--- src/sv/skt_pkg.sv ---
`timescale 1ns / 1ps

package skt_pkg;

    // Fixed field widths of the item and result beats.
    localparam int KEY_W = 60;
    localparam int POS_W = 11;

    // Operation codes carried on the request channel.
    typedef enum logic [1:0] {
        OP_INSERT = 2'd0,
        OP_LOOKUP = 2'd1,
        OP_CLEAR  = 2'd2,
        OP_NONE   = 2'd3
    } op_t;

    // Result status codes.
    localparam logic ST_OK   = 1'b0;
    localparam logic ST_FULL = 1'b1;

    // Sequencer commands to the search unit.
    typedef struct packed {
        logic start;
        logic step;
    } srch_ctrl_t;

    // Search unit report back to the sequencer.
    typedef struct packed {
        logic probe;
        logic finish;
        logic hit;
    } srch_res_t;

endpackage

--- src/sv/skt_search.sv ---
`timescale 1ns / 1ps

module skt_search #(
    parameter int CW = 11,
    parameter int AW = 10
) (
    input  logic                     clk,
    input  skt_pkg::srch_ctrl_t      ctrl,
    input  logic [CW-1:0]            count,
    input  logic [skt_pkg::KEY_W-1:0] key,
    input  logic [skt_pkg::KEY_W-1:0] rd_data,
    output skt_pkg::srch_res_t       res,
    output logic [AW-1:0]            probe_addr,
    output logic [CW-1:0]            result_pos
);

    import skt_pkg::*;

    // Bounds: lo_reg holds the lower bound, hi_reg the upper bound plus one.
    logic [CW-1:0] lo_reg, lo_next;
    logic [CW-1:0] hi_reg, hi_next;
    logic [AW-1:0] mid_reg;
    logic [CW:0]   mid_sum;
    logic          key_eq;
    logic          key_gt;
    logic          open_span;
    logic          hit_now;

    // One shared compare of the probed key against the search key.
    assign key_eq = (rd_data == key);
    assign key_gt = (rd_data > key);

    // Next bounds: load on start, narrow on each returned probe.
    always_comb
    begin
        lo_next = lo_reg;
        hi_next = hi_reg;
        if (ctrl.start)
        begin
            lo_next = '0;
            hi_next = count;
        end
        else if (ctrl.step && !key_eq)
        begin
            if (key_gt)
            begin
                hi_next = CW'(mid_reg);
            end
            else
            begin
                lo_next = CW'(mid_reg) + CW'(1);
            end
        end
    end

    // Midpoint of the next bounds, which is the next probe address.
    assign mid_sum    = {1'b0, lo_next} + {1'b0, hi_next} - (CW + 1)'(1);
    assign probe_addr = mid_sum[AW:1];
    assign open_span  = (hi_next > lo_next);
    assign hit_now    = ctrl.step && key_eq;

    assign res.hit    = hit_now;
    assign res.probe  = (ctrl.start || ctrl.step) && !hit_now && open_span;
    assign res.finish = (ctrl.start || ctrl.step) && (hit_now || !open_span);
    assign result_pos = hit_now ? CW'(mid_reg) : hi_next;

    // Bound and probe registers.
    always_ff @(posedge clk)
    begin
        lo_reg <= lo_next;
        hi_reg <= hi_next;
        if (res.probe)
        begin
            mid_reg <= probe_addr;
        end
    end

endmodule

--- config.mk ---
export PLATFORM = sky130hd
export DESIGN_NAME = skt_search
export DESIGN_NICKNAME = d
export VERILOG_FILES = /design/src/sv/skt_pkg.sv /design/src/sv/skt_search.sv
export SDC_FILE = /design/constraint.sdc
export NUM_CORES = 1
export LEC_CHECK = 0
export BUFFER_PORTS_ARGS = -buffer_cell sky130_fd_sc_hd__buf_4
export CAP_MARGIN = 20
export CORE_UTILIZATION = 45
export DETAILED_ROUTE_END_ITERATION = 10
export GPL_TIMING_DRIVEN = 0
export PLACE_DENSITY = 0.87
export SKIP_CTS_REPAIR_TIMING = 1
export SYNTH_ARGS = -nofsm -noshare
export SYNTH_HDL_FRONTEND = slang
export SYNTH_SLANG_ARGS = --single-unit
--- constraint.sdc ---
create_clock -name clk -period 12.9 [get_ports clk]
set_input_delay 0.645 -clock clk [delete_from_list [all_inputs] [get_ports clk]]
set_output_delay 0.645 -clock clk [all_outputs]
set_load 0.02 [all_outputs]
==> impl_metrics.yaml <==
status:
  status: "complete, no violations"
synthesis:
  syn_inst: 519
  yosys-top-cells-area: "ha_1 (27%), dfxtp_1 (11%), inv_1 (9.3%)"
  synth_flop_cell: "dfxtp_1"
  synth_edf_count: 10
  synth_common_cells: "inv_1 (100), ha_1 (87), a21oi_1 (48), nand2_1 (33), nor2_1 (33)"
  syn-num-nets: 741
  synthDominantCellAreaShare_pct: 27.0
  synth_most_common_cell: "inv_1"
  synthArstFlopShare_pct: 0
  synth-seq-area-share_pct: 18.4
  synth_top_area_cell: "ha_1"
  synth_area_um2: 4030
  synth_cell_types: 66
  ys_seq_elements: 32
  yosys_warnings: 0
  avgSynthCellArea_um2: 7.77
die:
  initial_core_util_pct: 46.3
  core_um2: 8720
  die_x_um: 96.7
  io_pins: 158
  design.die.area_um2: 9350
  die_h_um: 96.7
  num_rows: 34
timing:
  finalSetupTns_ns: 0
  slew_viol_final: 0
  tightest_slew_ns: 0.682
  period_needed_ns: 7.24
  fin_hold_ws_ns: 0.613
  rsz0062_at_grt: "false"
  worst_slack_ns: 5.66
  min_period_over_period_pct: 56.1
  setup_viol: 0
  relSlewSlack_pct: 54.5
  clock.fmax_mhz: 138
  clock_skew_ns: 0.00401
  hold_viol: 0
final_layout:
  nets: 906
  area_growth_pct: 36.0
  final_layout_size_suffix_gt1_share_pct: 28.6
  ff_latch_area_um2: 741
  final_util_pct: 62.9
  fill_cells: 725
  multi_input_area_um2: 2870
  num_antenna_cells: 0
power_and_ir_drop:
  cellPowerDensity_nw_per_um2: 128
  p_leak_nw: 2.91
  irDropWorstVdd_v: 0.000140
routing:
  wl_per_cell_um: 15.0
  num_vias: 4321
  drtAntennaViolNets: 0
  drc: 0
  viasPerCell: 5.45
  drt-pass1-iter-count: 5
  drt_iter0_drc: 284
  routed_wl_um: 11900
global_routing:
  grt_max_degree: 12
  grt_use_total_pct: 25.4
  grt_pass1_wl_um: 19700
  grt_antenna_before_repair: 0
  grt_pass1_vias: 4513
  grt_overflow: 0
critical_path:
  cpMaxStageDelayCell: "or4_4"
  cp_data_arrival_time_ns: 6.59
  crit_start: "key[54]"
  crit_path_end: "res[2]"
  crit_path_end_kind: "output port"
  timing.rr.start: "mid_reg[0]"
  start_kind: "input pin"
  critical_path.max_stage_delay_ns: 0.59
  reg2reg_depth: 18
  r2r-end: "mid_reg[7]"
  rrSetupSlack_ns: 8.00
  path_buf_inv: 5
  cp_top_family: "simple AND/OR/NAND/NOR gates"
  cp.depth: 24
  path_cells: "buf_4 -> inv_1 -> ha_1 -> nand4_1 -> or4_4 -> nor4_2 -> o41ai_1 -> and4_4 -> buf_6 -> nor2_4 -> mux2i_1 -> nor2_1 -> a21oi_1 -> inv_1 -> ha_1 -> nand4_1 -> or3_1 -> nand2b_1 -> nor2_1 -> o21ai_2 -> o311a_1 -> or3_1 -> a211oi_2 -> buf_4"
  cp_max_fo: 9
  required_ns: 12.26
  crit_type: "in2out"
min_path:
  hp-class: "in2reg"
clock_tree:
  cts_buffer_depth: 2
  h-tree-depth: 2
  cts_tree: "yes"
  clkTransAtPathRegs_ns: 0.07
  clock-root-buffer: "clkbuf_8"
  clock_sinks: 32
  insertion_delay_ns: 0.29
  cts_buffers: 5
placement:
  gp_congestion: 0.861
  post-dp-hpwl_um: 9740
  post-place-ws_ns: 5.29
  port_buffers: 157
job:
  maxCapViolCount: 0
==> report_power, final <==
group          total, W  leakage [nW]  switching (W)  internal (W)
clock network  0.000109        0.0645      0.0000411     0.0000682
logic          0.000417          2.57       0.000228      0.000189
registers      0.000174         0.280      0.0000287      0.000145
==> final cells by class <==
class | instances | share of cell area (%)
multi-input cells | 377 | 52.3
repair buffers | 158 | 21.7
flip-flops and latches | 32 | 13.5
inverters | 100 | 6.84
well taps | 108 | 2.46
clock buffers | 7 | 1.76
plain buffers | 10 | 0.912
clock inverters | 1 | 0.547
==> cell usage in the layout, fill, tap and decap left out, types with 3 or more instances in the layout <==
cell	synthesis	final
nor2b_1	6	6
nand4_1	16	16
nand2b_1	5	5
o31ai_1	3	3
a21oi_1	48	48
a21o_1	7	7
nor3_1	5	5
dfxtp_1	22	22
or3_1	6	6
xnor2_1	15	15
xor2_1	3	3
buf_4	1	158
or2_2	13	13
mux2i_1	9	9
o21bai_1	3	3
edfxtp_1	10	10
nor2_1	33	33
clkbuf_8	0	7
clkbuf_1	5	5
o21ai_0	26	26
ha_1	87	87
inv_1	100	100
nand2_1	33	33
nand3_1	9	9
==> worst reg2reg max path, stage by stage, from the launching register on <==
cell and delay (ns):
edfxtp_1 0.45, ha_1 0.26, nand2_1 0.08, nor2_1 0.17, and3_1 0.22, nand3_1 0.08
nor2_1 0.11, a21oi_1 0.05, or2_2 0.30, ha_1 0.38, nand4_1 0.16, or3_1 0.38
nand2b_1 0.18, nor2_1 0.26, o21ai_2 0.09, o311a_1 0.33, or3_1 0.33, a211oi_2 0.56
buf_6 0.23
==> worst min path at each step <==
stage / start / to / cells after the start
after floorplan: hi_reg[10] / hi_reg[10] / 2
after global placement: lo_reg[0] / lo_reg[0] / 4
after detailed placement: lo_reg[10] / lo_reg[10] / 3
after CTS: count[5] / hi_reg[5] / 3
after global routing: lo_reg[10] / lo_reg[10] / 3
final: count[5] / hi_reg[5] / 3
==> kinds of logic (layout without fill, tap and decap cells) <==
group	Yosys count	in the layout	share of synthesized area (%)
flops	32	32	18.4
fa+ha+maj	88	88	27.5
mux	9	9	2.23
buf+inv	110	276	10.5
compound gates	118	118	18.6
simple gates	144	144	18.8
xor+xnor	18	18	3.91
==> stage by stage <==
stage / power, W / std cells / cell area [um^2]
after CTS: 0.000695 / 792 / 5470
after floorplan: 0.000432 / 519 / 4030
after global placement: 0.000567 / 784 / 5350
after global routing: 0.000744 / 793 / 5490
after detailed placement: 0.000584 / 784 / 5350
final: 0.000700 / 793 / 5490
==> routing by layer <==
layer  vias to the layer above  global-route usage [%]  wire, um
met5                         -                       0         0
li1                       2121                       -         -
met3                        47                    4.26       693
met1                      1968                    29.3      4800
met4                         0                    13.1       460
met2                       185                    44.6      5940
No activity file was read; power rests on OpenSTA's default activity.
